[src/hw/rtl/sspfq_pkg.sv]
// shared types and constants for the spi slave packet framer queue
`timescale 1ns / 1ps
`default_nettype none
package sspfq_pkg;

    typedef enum logic [1:0] {
        REQ_TICK  = 2'd0,
        REQ_ENQ   = 2'd1,
        REQ_POP   = 2'd2,
        REQ_CLEAR = 2'd3
    } t_req;

    typedef enum logic {
        ST_IDLE = 1'b0,
        ST_EXEC = 1'b1
    } t_state;

    typedef struct packed {
        logic capture;
        logic exec;
    } t_cmd;

    localparam int unsigned ADDR_W = 3;
    localparam int unsigned DATA_W = 32;
    localparam logic REG_IRQ_POL = 1'b0;

endpackage
`default_nettype wire

[src/hw/rtl/sspfq_ctrl.sv]
// controller: input capture, execute and result beat hand-off
`timescale 1ns / 1ps
`default_nettype none
module sspfq_ctrl (
    input  wire logic          i_clk,
    input  wire logic          i_rst_n,
    input  wire logic          i_in_valid,
    output logic               o_in_stall,
    output logic               o_out_valid,
    input  wire logic          i_out_stall,
    output sspfq_pkg::t_cmd    o_cmd
);
    import sspfq_pkg::*;

    t_state r_state;
    t_state n_state;
    logic   r_out_valid;
    logic   n_out_valid;
    logic   s_out_free;

    assign s_out_free = !r_out_valid || !i_out_stall;

    always_comb begin
        n_state = r_state;
        unique case (r_state)
            ST_IDLE: begin
                if (i_in_valid) begin
                    n_state = ST_EXEC;
                end
            end
            ST_EXEC: begin
                if (s_out_free) begin
                    n_state = ST_IDLE;
                end
            end
            default: n_state = ST_IDLE;
        endcase
    end

    always_comb begin
        o_cmd = '0;
        o_in_stall = 1'b1;
        unique case (r_state)
            ST_IDLE: begin
                o_in_stall = 1'b0;
                o_cmd.capture = i_in_valid;
            end
            ST_EXEC: begin
                o_cmd.exec = s_out_free;
            end
            default: o_in_stall = 1'b1;
        endcase
    end

    always_comb begin
        n_out_valid = r_out_valid;
        if (o_cmd.exec) begin
            n_out_valid = 1'b1;
        end else if (r_out_valid && !i_out_stall) begin
            n_out_valid = 1'b0;
        end
    end

    always_ff @(posedge i_clk) begin
        if (!i_rst_n) begin
            r_state     <= ST_IDLE;
            r_out_valid <= 1'b0;
        end else begin
            r_state     <= n_state;
            r_out_valid <= n_out_valid;
        end
    end

    assign o_out_valid = r_out_valid;

endmodule
`default_nettype wire

[src/hw/rtl/sspfq_dp.sv]
// datapath: transmit queue memory, receive framer and result registers
`timescale 1ns / 1ps
`default_nettype none
module sspfq_dp #(
    parameter int unsigned PACKET_BYTES = 8,
    parameter int unsigned QUEUE_DEPTH  = 4
) (
    input  wire logic            i_clk,
    input  wire logic            i_rst_n,
    input  wire sspfq_pkg::t_cmd i_cmd,
    input  wire logic [1:0]      i_req_type,
    input  wire logic            i_cs_low,
    input  wire logic            i_rx_valid,
    input  wire logic [7:0]      i_rx_byte,
    input  wire logic            i_tx_space,
    input  wire logic [63:0]     i_tx_packet,
    input  wire logic            i_irq_pol,
    output logic                 o_accepted,
    output logic [63:0]          o_rx_packet,
    output logic                 o_rx_ready,
    output logic                 o_tx_valid,
    output logic [7:0]           o_tx_byte,
    output logic                 o_irq_pin,
    output logic [2:0]           o_queued_packets
);
    import sspfq_pkg::*;

    localparam int unsigned PTR_W = (QUEUE_DEPTH > 1) ? $clog2(QUEUE_DEPTH) : 1;
    localparam int unsigned CNT_W = $clog2(QUEUE_DEPTH + 1);
    localparam int unsigned RXC_W = $clog2(PACKET_BYTES + 1);
    localparam int unsigned POS_W = (PACKET_BYTES > 1) ? $clog2(PACKET_BYTES) : 1;
    localparam logic [PTR_W-1:0] PTR_LAST = PTR_W'(QUEUE_DEPTH - 1);
    localparam logic [CNT_W-1:0] CNT_FULL = CNT_W'(QUEUE_DEPTH);
    localparam logic [RXC_W-1:0] RXC_FULL = RXC_W'(PACKET_BYTES);
    localparam logic [POS_W-1:0] POS_LAST = POS_W'(PACKET_BYTES - 1);

    // captured request
    t_req        r_req;
    logic        r_cs;
    logic        r_rxv;
    logic [7:0]  r_rxb;
    logic        r_space;
    logic [63:0] r_txp;

    // transmit queue
    logic [63:0]      mem [QUEUE_DEPTH];
    logic [63:0]      r_rd_data;
    logic [PTR_W-1:0] r_head, n_head;
    logic [PTR_W-1:0] r_tail, n_tail;
    logic [CNT_W-1:0] r_count, n_count;
    logic [POS_W-1:0] r_pos, n_pos;
    logic             r_irq, n_irq;
    logic             s_wr;

    // receive framer
    logic [63:0]      r_rx_buf, n_rx_buf;
    logic [RXC_W-1:0] r_rx_cnt, n_rx_cnt;
    logic             r_rx_done, n_rx_done;
    logic             r_cs_was_low, n_cs_was_low;

    // result
    logic        s_accepted;
    logic [63:0] s_rx_packet;
    logic        s_tx_valid;
    logic [7:0]  s_tx_byte;

    always_ff @(posedge i_clk) begin
        if (i_cmd.capture) begin
            r_req   <= t_req'(i_req_type);
            r_cs    <= i_cs_low;
            r_rxv   <= i_rx_valid;
            r_rxb   <= i_rx_byte;
            r_space <= i_tx_space;
            r_txp   <= i_tx_packet;
        end
    end

    always_ff @(posedge i_clk) begin
        if (i_cmd.exec && s_wr) begin
            mem[r_head] <= r_txp;
        end
        r_rd_data <= mem[r_tail];
    end

    always_comb begin
        n_head       = r_head;
        n_tail       = r_tail;
        n_count      = r_count;
        n_pos        = r_pos;
        n_irq        = r_irq;
        n_rx_buf     = r_rx_buf;
        n_rx_cnt     = r_rx_cnt;
        n_rx_done    = r_rx_done;
        n_cs_was_low = r_cs_was_low;
        s_wr         = 1'b0;
        s_accepted   = 1'b0;
        s_rx_packet  = '0;
        s_tx_valid   = 1'b0;
        s_tx_byte    = '0;
        unique case (r_req)
            REQ_TICK: begin
                if (r_cs && !r_cs_was_low) begin
                    n_rx_cnt     = '0;
                    n_rx_done    = 1'b0;
                    n_cs_was_low = 1'b1;
                end else if (!r_cs && r_cs_was_low) begin
                    n_rx_done    = (r_rx_cnt == RXC_FULL);
                    n_rx_cnt     = '0;
                    n_cs_was_low = 1'b0;
                end
                if (r_cs && r_rxv && (n_rx_cnt < RXC_FULL)) begin
                    for (int k = 0; k < PACKET_BYTES; k++) begin
                        if (n_rx_cnt == RXC_W'(k)) begin
                            n_rx_buf[k*8 +: 8] = r_rxb;
                        end
                    end
                    n_rx_cnt = n_rx_cnt + 1'b1;
                end
                if ((r_count != '0) && r_space) begin
                    s_tx_valid = 1'b1;
                    s_tx_byte  = r_rd_data[r_pos*8 +: 8];
                    if (r_pos == POS_LAST) begin
                        n_pos   = '0;
                        n_tail  = (r_tail == PTR_LAST) ? '0 : r_tail + 1'b1;
                        n_count = r_count - 1'b1;
                        if (n_count == '0) begin
                            n_irq = 1'b0;
                        end
                    end else begin
                        n_pos = r_pos + 1'b1;
                    end
                end
            end
            REQ_ENQ: begin
                if (r_count < CNT_FULL) begin
                    s_wr       = 1'b1;
                    n_head     = (r_head == PTR_LAST) ? '0 : r_head + 1'b1;
                    n_count    = r_count + 1'b1;
                    n_irq      = 1'b1;
                    s_accepted = 1'b1;
                end
            end
            REQ_POP: begin
                if (r_rx_done) begin
                    s_accepted  = 1'b1;
                    s_rx_packet = r_rx_buf;
                    n_rx_done   = 1'b0;
                end
            end
            REQ_CLEAR: begin
                n_head  = '0;
                n_tail  = '0;
                n_count = '0;
                n_pos   = '0;
                n_irq   = 1'b0;
            end
            default: s_wr = 1'b0;
        endcase
    end

    always_ff @(posedge i_clk) begin
        if (!i_rst_n) begin
            r_head       <= '0;
            r_tail       <= '0;
            r_count      <= '0;
            r_pos        <= '0;
            r_irq        <= 1'b0;
            r_rx_buf     <= '0;
            r_rx_cnt     <= '0;
            r_rx_done    <= 1'b0;
            r_cs_was_low <= 1'b0;
        end else if (i_cmd.exec) begin
            r_head       <= n_head;
            r_tail       <= n_tail;
            r_count      <= n_count;
            r_pos        <= n_pos;
            r_irq        <= n_irq;
            r_rx_buf     <= n_rx_buf;
            r_rx_cnt     <= n_rx_cnt;
            r_rx_done    <= n_rx_done;
            r_cs_was_low <= n_cs_was_low;
        end
    end

    always_ff @(posedge i_clk) begin
        if (i_cmd.exec) begin
            o_accepted       <= s_accepted;
            o_rx_packet      <= s_rx_packet;
            o_rx_ready       <= n_rx_done;
            o_tx_valid       <= s_tx_valid;
            o_tx_byte        <= s_tx_byte;
            o_irq_pin        <= ~(n_irq ^ i_irq_pol);
            o_queued_packets <= 3'(n_count);
        end
    end

endmodule
`default_nettype wire

[src/hw/rtl/spi_slave_packet_framer_queue.sv]
// top level: spi slave packet framer with transmit queue and apb register
//
//  channel   direction  handshake              payload
//  request   in         i_in_valid/o_in_stall  req_type cs_low rx_valid rx_byte tx_space tx_packet
//  result    out        o_out_valid/i_out_stall accepted rx_packet rx_ready tx_valid tx_byte
//                                               irq_pin queued_packets
//  register  in         apb psel/penable       irq polarity at byte address 0
//
//  each item passes through two steps: capture, then execute into the result register
//  the queue memory read is registered, so execute uses the entry fetched at capture
//  a result beat that is stalled holds the execute step until the register frees
//  reset is synchronous; no clearing pass, queue entries are undefined until written
`timescale 1ns / 1ps
`default_nettype none
module spi_slave_packet_framer_queue #(
    parameter int unsigned PACKET_BYTES = 8,
    parameter int unsigned QUEUE_DEPTH  = 4
) (
    input  wire logic                           i_clk,
    input  wire logic                           i_rst_n,
    input  wire logic                           i_in_valid,
    output logic                                o_in_stall,
    input  wire logic [1:0]                     i_req_type,
    input  wire logic                           i_cs_low,
    input  wire logic                           i_rx_valid,
    input  wire logic [7:0]                     i_rx_byte,
    input  wire logic                           i_tx_space,
    input  wire logic [63:0]                    i_tx_packet,
    output logic                                o_out_valid,
    input  wire logic                           i_out_stall,
    output logic                                o_accepted,
    output logic [63:0]                         o_rx_packet,
    output logic                                o_rx_ready,
    output logic                                o_tx_valid,
    output logic [7:0]                          o_tx_byte,
    output logic                                o_irq_pin,
    output logic [2:0]                          o_queued_packets,
    input  wire logic                           psel,
    input  wire logic                           penable,
    input  wire logic                           pwrite,
    input  wire logic [sspfq_pkg::ADDR_W-1:0]   paddr,
    input  wire logic [sspfq_pkg::DATA_W-1:0]   pwdata,
    output logic [sspfq_pkg::DATA_W-1:0]        prdata,
    output logic                                pready
);
    import sspfq_pkg::*;

    t_cmd s_cmd;
    logic r_irq_pol;
    logic s_reg_sel;

    assign pready    = 1'b1;
    assign s_reg_sel = (paddr[ADDR_W-1] == REG_IRQ_POL);

    always_ff @(posedge i_clk) begin
        if (!i_rst_n) begin
            r_irq_pol <= 1'b1;
        end else if (psel && penable && pwrite && pready && s_reg_sel) begin
            r_irq_pol <= pwdata[0];
        end
    end

    always_comb begin
        prdata = '0;
        if (s_reg_sel) begin
            prdata[0] = r_irq_pol;
        end
    end

    sspfq_ctrl u_ctrl (
        .i_clk       (i_clk),
        .i_rst_n     (i_rst_n),
        .i_in_valid  (i_in_valid),
        .o_in_stall  (o_in_stall),
        .o_out_valid (o_out_valid),
        .i_out_stall (i_out_stall),
        .o_cmd       (s_cmd)
    );

    sspfq_dp #(
        .PACKET_BYTES (PACKET_BYTES),
        .QUEUE_DEPTH  (QUEUE_DEPTH)
    ) u_dp (
        .i_clk             (i_clk),
        .i_rst_n           (i_rst_n),
        .i_cmd             (s_cmd),
        .i_req_type        (i_req_type),
        .i_cs_low          (i_cs_low),
        .i_rx_valid        (i_rx_valid),
        .i_rx_byte         (i_rx_byte),
        .i_tx_space        (i_tx_space),
        .i_tx_packet       (i_tx_packet),
        .i_irq_pol         (r_irq_pol),
        .o_accepted        (o_accepted),
        .o_rx_packet       (o_rx_packet),
        .o_rx_ready        (o_rx_ready),
        .o_tx_valid        (o_tx_valid),
        .o_tx_byte         (o_tx_byte),
        .o_irq_pin         (o_irq_pin),
        .o_queued_packets  (o_queued_packets)
    );

endmodule
`default_nettype wire

[config.mk]
export PLATFORM = sky130hd
export DESIGN_NAME = spi_slave_packet_framer_queue
export DESIGN_NICKNAME = d
export VERILOG_FILES = /design/src/hw/rtl/sspfq_pkg.sv /design/src/hw/rtl/sspfq_ctrl.sv /design/src/hw/rtl/sspfq_dp.sv /design/src/hw/rtl/spi_slave_packet_framer_queue.sv
export SDC_FILE = /design/constraint.sdc
export NUM_CORES = 1
export LEC_CHECK = 0
export BUFFER_PORTS_ARGS = -buffer_cell sky130_fd_sc_hd__buf_2
export CAP_MARGIN = 0
export CORE_AREA = 8 8 235 237
export CTS_CLUSTER_DIAMETER = 60
export DETAILED_ROUTE_END_ITERATION = 10
export DIE_AREA = 0 0 243 245
export PLACE_DENSITY = 0.62
export SETUP_SLACK_MARGIN = 0.1
export SLEW_MARGIN = 20
export SYNTH_ARGS = -nofsm -noshare
export SYNTH_HDL_FRONTEND = slang
export SYNTH_SLANG_ARGS = --single-unit
[constraint.sdc]
create_clock -name i_clk -period 15.5 [get_ports i_clk]
set_input_delay 0.775 -clock i_clk [delete_from_list [all_inputs] [get_ports i_clk]]
set_output_delay 0.775 -clock i_clk [all_outputs]
set_load 0.05 [all_outputs]
# Yosys cells after proc, flatten, opt, wreduce, memory -nomap -nowiden
# Memory sizes are Yosys's and may differ from the RTL's. A register that Yosys moved wholly into a read port is not among the register bits.
# Index checks and enable logic that the tools add are counted.
dict set report totals {
  register_bits 240
  ramBits 256
  inputBits 119
  n_memories 1
}
dict set report classes {
  n_addsub 6
  order_cmp 2
  eq_ne 17
  n_shift 1
  muxes 44
  n_bitwise 4
  reduce_logical 38
}
# name depth width read_ports rd_clocked_by_memory_dff wr line_no
set mem_list {}
lappend mem_list {u_dp.mem 4 64 1 1 1 sspfq_dp.sv:46} ;# logic [63:0] mem [QUEUE_DEPTH];
# operator count
set op_table {}
lappend op_table {{64-bit by 7-bit indexed part select with 8-bit output} 1}
lappend op_table {{4-bit AND reduction} 9}
lappend op_table {{1-bit 2-to-1 mux} 22}
lappend op_table {{4-bit by 3-bit == test with 1-bit output, second input constant} 4}
lappend op_table {{4-bit 2-to-1 mux} 4}
lappend op_table {{3-bit 2-to-1 mux} 5}
lappend op_table {{1-bit logical AND} 10}
lappend op_table {{2-bit 2-to-1 mux} 5}
lappend op_table {{3-bit one-hot mux with 3 select lines} 1}
lappend op_table {{3-bit AND reduction} 3}
lappend op_table {{2-bit == test, second input constant} 4}
lappend op_table {{4-bit by 2-bit == test with 1-bit output, second input constant} 2}
lappend op_table {{2-bit one-hot mux with 2 select lines} 2}
lappend op_table {{2-bit nonzero test} 4}
lappend op_table {{3-bit by 1-bit adder with 3-bit output, second input constant} 2}
lappend op_table {{2-bit by 1-bit != test with 1-bit output, second input constant} 3}
lappend op_table {{1-bit one-hot mux with 2 select lines} 3}
lappend op_table {{3-bit one-hot mux with 2 select lines} 1}
lappend op_table {{2-bit AND reduction} 3}
lappend op_table {{2-bit by 1-bit adder with 2-bit output, second input constant} 2}
lappend op_table {{4-bit by 1-bit adder with 4-bit output, second input constant} 1}
lappend op_table {{4-bit by 1-bit == test with 1-bit output, second input constant} 1}
lappend op_table {{4-bit == test, second input constant} 1}
lappend op_table {{1-bit logical NOT} 4}
lappend op_table {{other kinds (13)} 15}

# Logic depth before layout (Yosys ltp)
# Gate-level depths: netlist of the first run.
dict set report logic_depth {
  ltp_word 8
  depth_mapped 9
}

# Cells and area by module
# Synthesis of the first run repeated with hierarchy kept, for this count alone.
dict set report unflattened {
  cells_unflattened 1113
  area_unflattened_um2 20285.7
}
# mod n_inst cells_per_inst area_each_um2 seq_area_each_um2
set modules_own_cells {}
lappend modules_own_cells {sspfq_dp 1 1064 19879.1 15274.6}
lappend modules_own_cells {spi_slave_packet_framer_queue 1 40 320.3 20.0}
lappend modules_own_cells {sspfq_ctrl 1 9 86.3 40.0}

# Worst setup path after synthesis of the first run
# No wires, ideal clock.
dict set report synth_timing {
  path_type {input-to-reg}
  from {in i_out_stall}
  to {mem u_dp.mem[3][0], enable pin}
  setup_time_ps 429
  t_arrival_ps 5384
  required_ps 15071
  path_slack_ps 9687
  path_stages 6
  cell_sequence {nand2_1 -> nand2_1 -> inv_1 -> buf_4 -> clkbuf_1 -> and3_1}
}
# item line_no
set synth_lines {}
lappend synth_lines {{start, declared} spi_slave_packet_framer_queue.sv:30} ;# input wire logic i_out_stall,
lappend synth_lines {{end, declared} sspfq_dp.sv:46}

# Worst setup path after layout of the first run
dict set report layout_timing {
  from {reg u_ctrl.r_state}
  to {mem u_dp.mem[0][62], enable pin}
}
dict set report layout_via {
  elab_chain_len 4
}
# item line_no
set layout_lines {}
lappend layout_lines {{start, declared} sspfq_ctrl.sv:15} ;# t_state r_state;
lappend layout_lines {{start signal, assigned} sspfq_ctrl.sv:69} ;# r_state <= n_state;
lappend layout_lines {{1-bit 2-to-1 mux} sspfq_ctrl.sv:43} ;# unique case (r_state)
lappend layout_lines {{1-bit logical AND} sspfq_dp.sv:79} ;# if (i_cmd.exec && s_wr) begin
lappend layout_lines {{1-bit 2-to-1 mux} sspfq_dp.sv:79}
lappend layout_lines {{1-bit 2-to-1 mux (not written as such)} sspfq_dp.sv:80} ;# mem[r_head] <= r_txp;
# No other way between the ends.

==> flow_summary_export.csv, run 1 <==
group,metric,value,unit
clock_tree,numCtsBuffers,56,
layout,drive_above_1_share,27.32,%
timing,finalHoldViolCount,0,
routing,antenna_left,0,
synth,yosysSeqAreaShare,75.64,%
pwr,combPwrFrac,5.2,%
setup_path,worstPathCellList,"nand2_1 > inv_4 > and3_2 > buf_4",
clock_tree,path_clk_slew,0.06,ns
global_routing,grt_max_degree,76,
die,dieArea,59540,um2
timing,tns,0,ns
pwr,sw_frac_of_total,22.36,%
pwr,power_density,134.2,nW/um2
global_routing,grt_pass1_vias,10335,
layout,areaGrowthSynthToFinish,16.01,%
setup_path,reg2reg_to,"u_dp.mem[0][62]$_DFFE_PP_",
timing,tightest_slew,1.053,ns
routing,vias,9860,
synth,synth-main-ff-cell,"edfxtp_1",
clock_tree,clk_path_buf_depth,3,
timing,rsz0062_at_grt,"no",
job,maxCapViolations,0,
setup_path,cpMaxStageDelayCell,"buf_4",
worst_hold_path,min_path_type,"in -> reg",
pwr,pwr-share-seq,53.2,%
clock_tree,cts_resized,0,
layout,final_common_cell,"edfxtp_1",
global_routing,grt_first_pass_wirelength,60970,um
layout,fin_nets,1439,
timing,slew_violations,0,
setup_path,critPathMaxFanout,64,
routing,finalWirelength,38980,um
die,fp.dieW,243,um
setup_path,worstPathRequired,15.71,ns
routing,viasPerCell,4.845,
die,rows,84,
timing,fin_skew,0.02013,ns
run_status,outcome,"finished, final reports clean",
layout,diodes,0,
setup_path,ff2ff_path_depth,4,
die,core_area,51710,um2
setup_path,crit_end,"u_dp.mem[0][62]$_DFFE_PP_",
setup_path,arrival,2.87,ns
global_routing,grt_use_total,12.97,%
clock_tree,clock_latency,0.61,ns
routing,drtIter0Drc,487,
global_routing,overflow,0,
worst_hold_path,hold_depth,1,
placement,portBuffers,167,
global_routing,antenna_found_initial,0,
die,die_y,245,um
setup_path,critPathMaxStageDelay,0.79,ns
synth,synth_cell_type_count,47,
die,pin_count,233,
setup_path,regToRegSetupSlack,12.84,ns
pwr,p_switching,705.7,uW
layout,final_cell_mix,"412 x edfxtp_1, 167 x buf_2, 145 x dfxtp_1",
synth,async_flop_share,0,%
synth,syn_area_per_cell,18.13,um2
setup_path,path_buf_inv,2,
routing,first_pass_iters,8,
synth,synth-seq-cells,560,
pwr,power_frac_clock,41.6,%
synth,synth-edff-count,412,
clock_tree,cts_root_buf,"clkbuf_16",
clock_tree,cts_tree,"done",
layout,postLayoutCoreUtil,45.49,%
setup_path,cp-end-kind,"register",
routing,wl_per_cell,19.15,um
synth,netlist_instances,1118,
clock_tree,h-tree-depth,2,
setup_path,path_depth,4,
placement,finalWeightedCongestion,0.7521,
placement,dp_hpwl,23120,um
pwr,p_int,2450,uW
timing,min_period,2.658,ns
timing,setup_viol,0,
die,initial_core_util,39.21,%
setup_path,cp_top_family,"buffers and inverters",
pwr,vdd_ir_drop_max,0.1053,mV
synth,ys.warnings.count,0,
timing,fmax,376.2,MHz
clock_tree,numClockSinks,560,
setup_path,r2r_start,"u_ctrl.r_state$_SDFF_PN0_",
clock_tree,post_cts_buffers,0,
clock_tree,cts_hold_buf,0,
synth,synth_area,20270,um2
layout,nFillCells,4514,
routing,drc,0,
pwr,leakage,0.008241,uW
timing,period_share,17.15,%
timing,max_slew_margin,29.77,%
setup_path,crit_start,"u_ctrl.r_state$_SDFF_PN0_",
setup_path,critPathLaunchType,"register",
setup_path,critPathKind,"reg -> reg",
[power groups by stage]
stage | Sequential [uW] | Combinational (uW) | Clock, uW
after floorplan | 1740 | 90.2 | 0
after global placement | 1710 | 166 | 0
after detailed placement | 1710 | 167 | 0
after CTS | 1680 | 167 | 1350
after global routing | 1680 | 176 | 1410
final | 1680 | 164 | 1310
[layer usage]
layer	vias up	global-route usage, %	share of wire [%]
li1	4598	-	-
met2	263	22.07	49
met5	-	0	0
met3	55	3.065	5.4
met4	0	3.791	1.9
met1	4944	16.46	44
[worst min path at each step]
stage | slack (ns) | end | from
floorplan | 0.43 | u_dp.r_rx_buf[15]$_SDFFE_PN0P_ | u_dp.r_rx_buf[15]$_SDFFE_PN0P_
global placement | 0.44 | u_dp.r_rx_buf[16]$_SDFFE_PN0P_ | u_dp.r_rx_buf[16]$_SDFFE_PN0P_
detailed placement | 0.44 | u_dp.r_rx_buf[31]$_SDFFE_PN0P_ | u_dp.r_rx_buf[31]$_SDFFE_PN0P_
CTS | 0.29 | u_dp.r_txp[20]$_DFFE_PP_ | i_tx_packet[20]
global route | 0.31 | u_dp.r_txp[5]$_DFFE_PP_ | i_tx_packet[5]
finish | 0.34 | u_dp.r_txp[24]$_DFFE_PP_ | i_tx_packet[24]
[flip-flops by register name (all words and copies together), names as in the netlist, 2 cells and up]
| register | count |
|---|---|
| u_dp.mem | 256 |
| u_dp.o_rx_packet | 64 |
| u_dp.r_rd_data | 64 |
| u_dp.r_rx_buf | 64 |
| u_dp.r_txp | 64 |
| u_dp.o_tx_byte | 8 |
| u_dp.r_rxb | 8 |
| u_dp.r_rx_cnt | 4 |
| u_dp.o_queued_packets | 3 |
| u_dp.r_count | 3 |
| u_dp.r_pos | 3 |
| u_dp.r_head | 2 |
| u_dp.r_req | 2 |
| u_dp.r_tail | 2 |
[cell families (layout without fill, tap and decap cells)]
logic type,after synthesis,after routing,share of synthesized area (%)
AND/OR/NAND/NOR,231,231,6.190
other,2,32,0.03704
buffers and inverters,99,298,2.654
flip-flops,560,560,75.64
multiplexers,156,156,12.64
adder cells (fa/ha/maj),21,21,1.296
XOR/XNOR,2,2,0.08641
AO/OA/AOI/OAI,47,47,1.463
[cells in the mapped netlist, types with 5 or more instances]
cell        n  area, um2
o21ai_0    14      70.07
mux2i_1    76      760.7
nand2_1    92      345.3
nor2_4      8      90.09
ha_1       21      262.8
nor2b_1     7      43.79
mux4_2     80       1802
nand4b_1    6      52.55
a21oi_1    13      65.06
and3_1     69      431.7
dfxtp_1   148       2963
inv_1      14      52.55
buf_2      10      50.05
buf_1       5      18.77
a31oi_1     6      37.54
clkbuf_1   30      112.6
nor2_1     21      78.83
buf_4      39      292.8
edfxtp_1  412      12370
[metrics by stage]
step                power (uW)  instances  setup WS, ns  cell area (um2)  hold WS [ns]
floorplan                 1832       1148         9.687            20390        0.4303
global placement          1876       1929         12.37            21700        0.4375
detailed placement        1879       1929         12.35            21710        0.4422
CTS                       3200       2035         12.82            23520        0.2930
global route              3269       2035         12.62            23520        0.3135
finish                    3156       2035         12.84            23520        0.3386
[layout make-up]
cell class	instances	area, um2	area share (%)
clock buffer	77	1541	6.554
clock inverter	29	265.3	1.128
inverter	14	55.05	0.2341
multi-input combinational	489	4539	19.30
sequential	560	15340	65.22
tap	688	860.8	3.660
timing repair buffer	178	918.4	3.904
Power figures use the tool's default switching activity.
==> inputs of run 2 (changes only) <==
--- a/config.mk
+++ b/config.mk
@@ -11,7 +11,7 @@
 export CTS_CLUSTER_DIAMETER = 60
 export DETAILED_ROUTE_END_ITERATION = 10
 export DIE_AREA = 0 0 243 245
-export PLACE_DENSITY = 0.62
+export PLACE_DENSITY = 0.64
 export SETUP_SLACK_MARGIN = 0.1
 export SLEW_MARGIN = 20
 export SYNTH_ARGS = -nofsm -noshare
==> constraint.sdc (replaced) <==
create_clock -name i_clk -period 2.4 [get_ports i_clk]
set_input_delay 0.12 -clock i_clk [delete_from_list [all_inputs] [get_ports i_clk]]
set_output_delay 0.12 -clock i_clk [all_outputs]
set_load 0.05 [all_outputs]
==> run 2 against run 1 <==
Net effect:
- worst hold slack worse by 0.22 ns
- via count rose by 4.4%
- final cell count increased by 5.5%
- largest cell class unchanged
==> flow_summary_export.csv, run 2 (synthesized netlist as in run 1, its figures left out) <==
group,metric,value,unit
run_status,outcome,"finished, final reports clean",
pwr,combPwrFrac,6.0,%
setup_path,worstPathCellList,"ha_1 > nor2_2 > nand2_1 > inv_1 > ha_1 > nand3_2 > nor2_4 > buf_12 > mux2i_1",
layout,final_common_cell,"edfxtp_1",
global_routing,grt_first_pass_wirelength,61820,um
layout,final_cell_mix,"412 x edfxtp_1, 167 x buf_2, 144 x dfxtp_1",
layout,areaGrowthSynthToFinish,22.56,%
routing,finalWirelength,39990,um
clock_tree,numCtsBuffers,55,
layout,largest-register,"u_dp.mem",
worst_hold_path,min_path_type,"in -> reg",
placement,dp_hpwl,25540,um
layout,largest_reg_flops,256,
worst_hold_path,hp-start,"i_rst_n",
placement,portBuffers,167,
global_routing,antenna_found_initial,0,
routing,antenna_left,0,
timing,fmax,479.7,MHz
timing,period_share,86.85,%
die,fp.dieW,243,um
setup_path,critPathLaunchType,"register",
layout,stdcell_area,24850,um2
pwr,p_switching,4611,uW
die,initial_core_util,39.21,%
routing,met3_length,2435,um
placement,placed_area,22160,um2
pwr,p_int,15940,uW
routing,wl_met1,17380,um
global_routing,grt_pass1_vias,10640,
layout,drive_above_1_share,27.57,%
placement,finalWeightedCongestion,0.7554,
die,dieArea,59540,um2
pwr,vdd_ir_drop_max,0.5729,mV
setup_path,worstPathRequired,2.91,ns
die,die_y,245,um
setup_path,critPathKind,"reg -> reg",
routing,wl_per_cell,18.64,um
setup_path,critPathMaxFanout,8,
pwr,power_frac_clock,41.3,%
routing,drc,0,
pwr,finalPower,20550,uW
timing,min_period,2.084,ns
global_routing,grt_max_degree,72,
die,rows,84,
timing,hold_ws,0.1204,ns
pwr,sw_frac_of_total,22.44,%
pwr,power_density,826.8,nW/um2
timing,tns,0,ns
timing,max_slew_margin,52.32,%
pwr,pwr-share-seq,52.7,%
layout,diodes,0,
timing,rsz0062_at_grt,"no",
setup_path,cp-end-kind,"register",
timing,tightest_slew,0.7152,ns
clock_tree,cts_tree,"done",
clock_tree,path_clk_slew,0.06,ns
setup_path,r2r_start,"u_dp.r_cs$_DFFE_PP_",
timing,slew_violations,0,
clock_tree,cts_root_buf,"clkbuf_16",
timing,fin_skew,0.04098,ns
clock_tree,clk_path_buf_depth,3,
routing,drtIter0Drc,797,
routing,first_pass_iters,5,
routing,vias,10296,
setup_path,crit_start,"u_dp.r_cs$_DFFE_PP_",
layout,fin_nets,1551,
timing,setup_viol,0,
setup_path,cpMostUsedCell,"ha_1",
routing,viasPerCell,4.798,
routing,met2_length,19550,um
die,core_area,51710,um2
clock_tree,numClockSinks,560,
global_routing,overflow,0,
die,pin_count,233,
setup_path,arrival,2.60,ns
clock_tree,clock_latency,0.62,ns
global_routing,grt_use_total,13.12,%
routing,highest_layer,"met4",
job,maxCapViolations,0,
layout,nFillCells,4285,
setup_path,critPathMaxStageDelay,0.50,ns
pwr,leakage,0.008803,uW
setup_path,cpMaxStageDelayCell,"edfxtp_1",
clock_tree,h-tree-depth,2,
timing,finalHoldViolCount,0,
[run 2: timing repair]
action,4_1_cts,5_1_grt
gates resized for setup,0,1
setup buffers,0,2
setup endpoints to repair,0,42
hold buffers,81,0
endpoints found under the hold margin,80,0
[run 2: power by group through the flow]
stage	clock, uW	combinational, uW	sequential (uW)
final	8480	1230	10800
after global routing	9080	1310	10900
after CTS	8710	1250	10800
after detailed placement	0	1140	11000
after global placement	0	1130	11000
after floorplan	0	593	11200
[run 2: metal layers]
metal  vias to the layer above  global-route usage (%)
li1                       4809                       -
met1                      5156                   16.67
met2                       277                   22.27
met3                        54                   3.652
met4                         0                   3.032
met5                         -                       0
[run 2: worst max-delay path: cells and delay by family (launching register included)]
kind	cells	cell delay, ns
simple gates	4	0.59
flops	1	0.50
fa+ha+maj	2	0.49
buf+inv	2	0.24
mux	1	0.18
[run 2: worst paths after layout]
| path | depth (start not counted) | end | slack [ns] |
|---|---|---|---|
| hold reg to reg | 2 | u_dp.r_rx_buf[20]$_SDFFE_PN0P_ | 0.45 |
| setup reg to reg | 9 | u_dp.r_rx_buf[30]$_SDFFE_PN0P_ | 0.32 |
| hold / removal | 3 | r_irq_pol$_SDFFE_PN1P_ | 0.12 |
| setup / recovery | 9 | u_dp.r_rx_buf[30]$_SDFFE_PN0P_ | 0.32 |
[run 2: cell type report]
cell class | count | area (um2) | share of cell area, %
timing repair buffer | 291 | 2207 | 8.882
clock buffer | 79 | 1578 | 6.349
multi-input combinational | 489 | 4547 | 18.30
inverter | 14 | 55.05 | 0.2216
tap | 688 | 860.8 | 3.464
sequential | 560 | 15340 | 61.75
clock inverter | 25 | 256.5 | 1.032
[run 2: per-stage QoR]
stage          utilization, %  worst slack (ns)  std cells
6_report                48.05            0.3156       2146
5_1_grt                 48.05            0.1105       2146
4_1_cts                 47.97            0.1760       2144
3_5_place_dp            42.86            0.1988       1959
3_3_place_gp            42.86            0.2569       1959
2_1_floorplan               -            0.1774       1148
==> inputs of run 3 (changes only) <==
--- a/config.mk
+++ b/config.mk
@@ -11,7 +11,7 @@
 export CTS_CLUSTER_DIAMETER = 60
 export DETAILED_ROUTE_END_ITERATION = 10
 export DIE_AREA = 0 0 243 245
-export PLACE_DENSITY = 0.64
+export PLACE_DENSITY = 0.68
 export SETUP_SLACK_MARGIN = 0.1
 export SLEW_MARGIN = 20
 export SYNTH_ARGS = -nofsm -noshare
==> run 3 against run 2 <==
Net effect:
- global-route usage is 0.28 points higher
- count of clock-buffer cells in the layout is 3 higher
- sequential share of layout area is 0.36 points higher
- clock skew is 0.021 ns lower
- critical endpoint is now u_dp.r_rx_buf[44]$_SDFFE_PN0P_
- largest cell class unchanged
==> flow_summary_export.csv, run 3 (synthesized netlist as in run 1, its figures left out) <==
group,metric,value,unit
timing,hold_ws,0.09282,ns
die,fp.dieW,243,um
timing,max_slew_margin,54.93,%
setup_path,worstPathRequired,2.92,ns
setup_path,r2r_start,"u_dp.r_cs$_DFFE_PP_",
die,initial_core_util,39.21,%
timing,period_share,89.61,%
clock_tree,numCtsBuffers,56,
pwr,power_density,839.7,nW/um2
routing,vias,10305,
die,rows,84,
setup_path,ff2ff_path_depth,8,
placement,placed_area,21980,um2
clock_tree,cts_root_buf,"clkbuf_16",
layout,postLayoutCoreUtil,47.77,%
routing,antenna_left,0,
routing,viasPerCell,4.829,
layout,areaGrowthSynthToFinish,21.85,%
setup_path,worstPathCellList,"ha_1 > nor2_1 > nand2_1 > inv_1 > ha_1 > nand3_2 > nor2_4 > mux2i_1",
setup_path,arrival,2.67,ns
job,maxCapViolations,0,
timing,slew_violations,0,
setup_path,reg2reg_to,"u_dp.r_rx_buf[44]$_SDFFE_PN0P_",
clock_tree,cts_tree,"done",
layout,diodes,0,
placement,finalWeightedCongestion,0.7565,
setup_path,regToRegSetupSlack,0.25,ns
clock_tree,path_clk_slew,0.06,ns
timing,fmax,465.0,MHz
routing,drc,0,
layout,drive_above_1_share,27.04,%
timing,tightest_slew,0.6761,ns
timing,finalHoldViolCount,0,
clock_tree,numClockSinks,560,
routing,wl_per_cell,19.05,um
setup_path,critPathMaxFanout,8,
setup_path,path_depth,8,
clock_tree,clk_path_buf_depth,3,
global_routing,grt_max_degree,78,
placement,portBuffers,167,
setup_path,cpMostUsedCell,"ha_1",
global_routing,antenna_found_initial,0,
timing,fin_skew,0.02016,ns
setup_path,cpMaxStageDelayCell,"edfxtp_1",
layout,fin_nets,1539,
timing,rsz0062_at_grt,"no",
setup_path,cp-end-kind,"register",
routing,drtIter0Drc,627,
setup_path,cp_top_family,"simple AND/OR/NAND/NOR gates",
setup_path,crit_start,"u_dp.r_cs$_DFFE_PP_",
global_routing,overflow,0,
clock_tree,h-tree-depth,2,
global_routing,grt_use_total,13.40,%
worst_hold_path,min_path_type,"in -> reg",
layout,largest-register,"u_dp.mem",
worst_hold_path,hold_depth,3,
layout,largest_reg_flops,256,
routing,finalWirelength,40650,um
setup_path,critPathLaunchType,"register",
timing,min_period,2.151,ns
setup_path,path_buf_inv,1,
die,core_area,51710,um2
layout,final_cell_mix,"412 x edfxtp_1, 167 x buf_2, 144 x dfxtp_1",
clock_tree,clock_latency,0.61,ns
pwr,vdd_ir_drop_max,0.6844,mV
routing,first_pass_iters,5,
die,pin_count,233,
setup_path,critPathKind,"reg -> reg",
global_routing,grt_first_pass_wirelength,62750,um
die,dieArea,59540,um2
setup_path,crit_end,"u_dp.r_rx_buf[44]$_SDFFE_PN0P_",
die,die_y,245,um
placement,dp_hpwl,24300,um
timing,setup_viol,0,
global_routing,grt_pass1_vias,10867,
layout,stdcell_area,24700,um2
setup_path,critPathMaxStageDelay,0.51,ns
run_status,outcome,"finished, final reports clean",
pwr,leakage,0.008734,uW
timing,tns,0,ns
layout,final_common_cell,"edfxtp_1",
[run 3: tightest hold or removal path, stage by stage]
cell and delay, ns:
buf_2 0.13, buf_4 0.27, nand2_1 0.10
[run 3: timing repair]
action / 4_1_cts / 5_1_grt
resized for setup: 0 / 0
buffers inserted: 0 / 2
endpoints found under the setup margin: 0 / 10
hold endpoints to repair: 80 / 0
hold buffers: 81 / 0
[run 3: worst min-delay path by stage]
stage / from / end / slack (ns)
final: i_rst_n / r_irq_pol$_SDFFE_PN1P_ / 0.09
after floorplan: i_cs_low / u_dp.r_cs$_DFFE_PP_ / 0.22
after global placement: i_tx_packet[47] / u_dp.r_txp[47]$_DFFE_PP_ / 0.30
after global routing: i_rst_n / r_irq_pol$_SDFFE_PN1P_ / 0.09
after detailed placement: i_tx_packet[24] / u_dp.r_txp[24]$_DFFE_PP_ / 0.30
after CTS: i_rst_n / r_irq_pol$_SDFFE_PN1P_ / 0.05
[run 3: metrics by stage]
step / setup WS (ns) / total power [uW] / std cells
after floorplan: 0.1774 / 11820 / 1148
after global placement: 0.2954 / 12130 / 1946
after detailed placement: 0.2315 / 12160 / 1946
after CTS: 0.1992 / 20990 / 2132
after global routing: 0.1003 / 21470 / 2134
final: 0.2494 / 20740 / 2134
[run 3: where the power goes]
part           leakage, uW  switching [uW]  total [uW]  internal (uW)
Clock             0.000912            3620        8690           5070
Sequential         0.00502             161       10800          10700
Combinational      0.00280             817        1210            394
Total              0.00873            4600       20700          16100
[run 3: routing by layer]
metal | vias to the layer above | GRT usage (%) | part of all wire (%) | wire length, um
met5 | - | 0 | 0 | 0
met4 | 0 | 3.597 | 2.2 | 900
met3 | 60 | 3.435 | 5.8 | 2372
met2 | 290 | 23.41 | 50 | 20250
met1 | 5176 | 16.44 | 42 | 17130
li1 | 4779 | - | - | -
[run 3: final cells by class]
type | count | area (um2)
Timing Repair Buffer | 278 | 2022
Clock inverter | 23 | 287.8
Tap cell | 688 | 860.8
Sequential cell | 560 | 15340
Clock buffer | 82 | 1589
Fill cell | 4300 | 27010
Multi-Input combinational cell | 489 | 4544
Inverter | 14 | 55.05
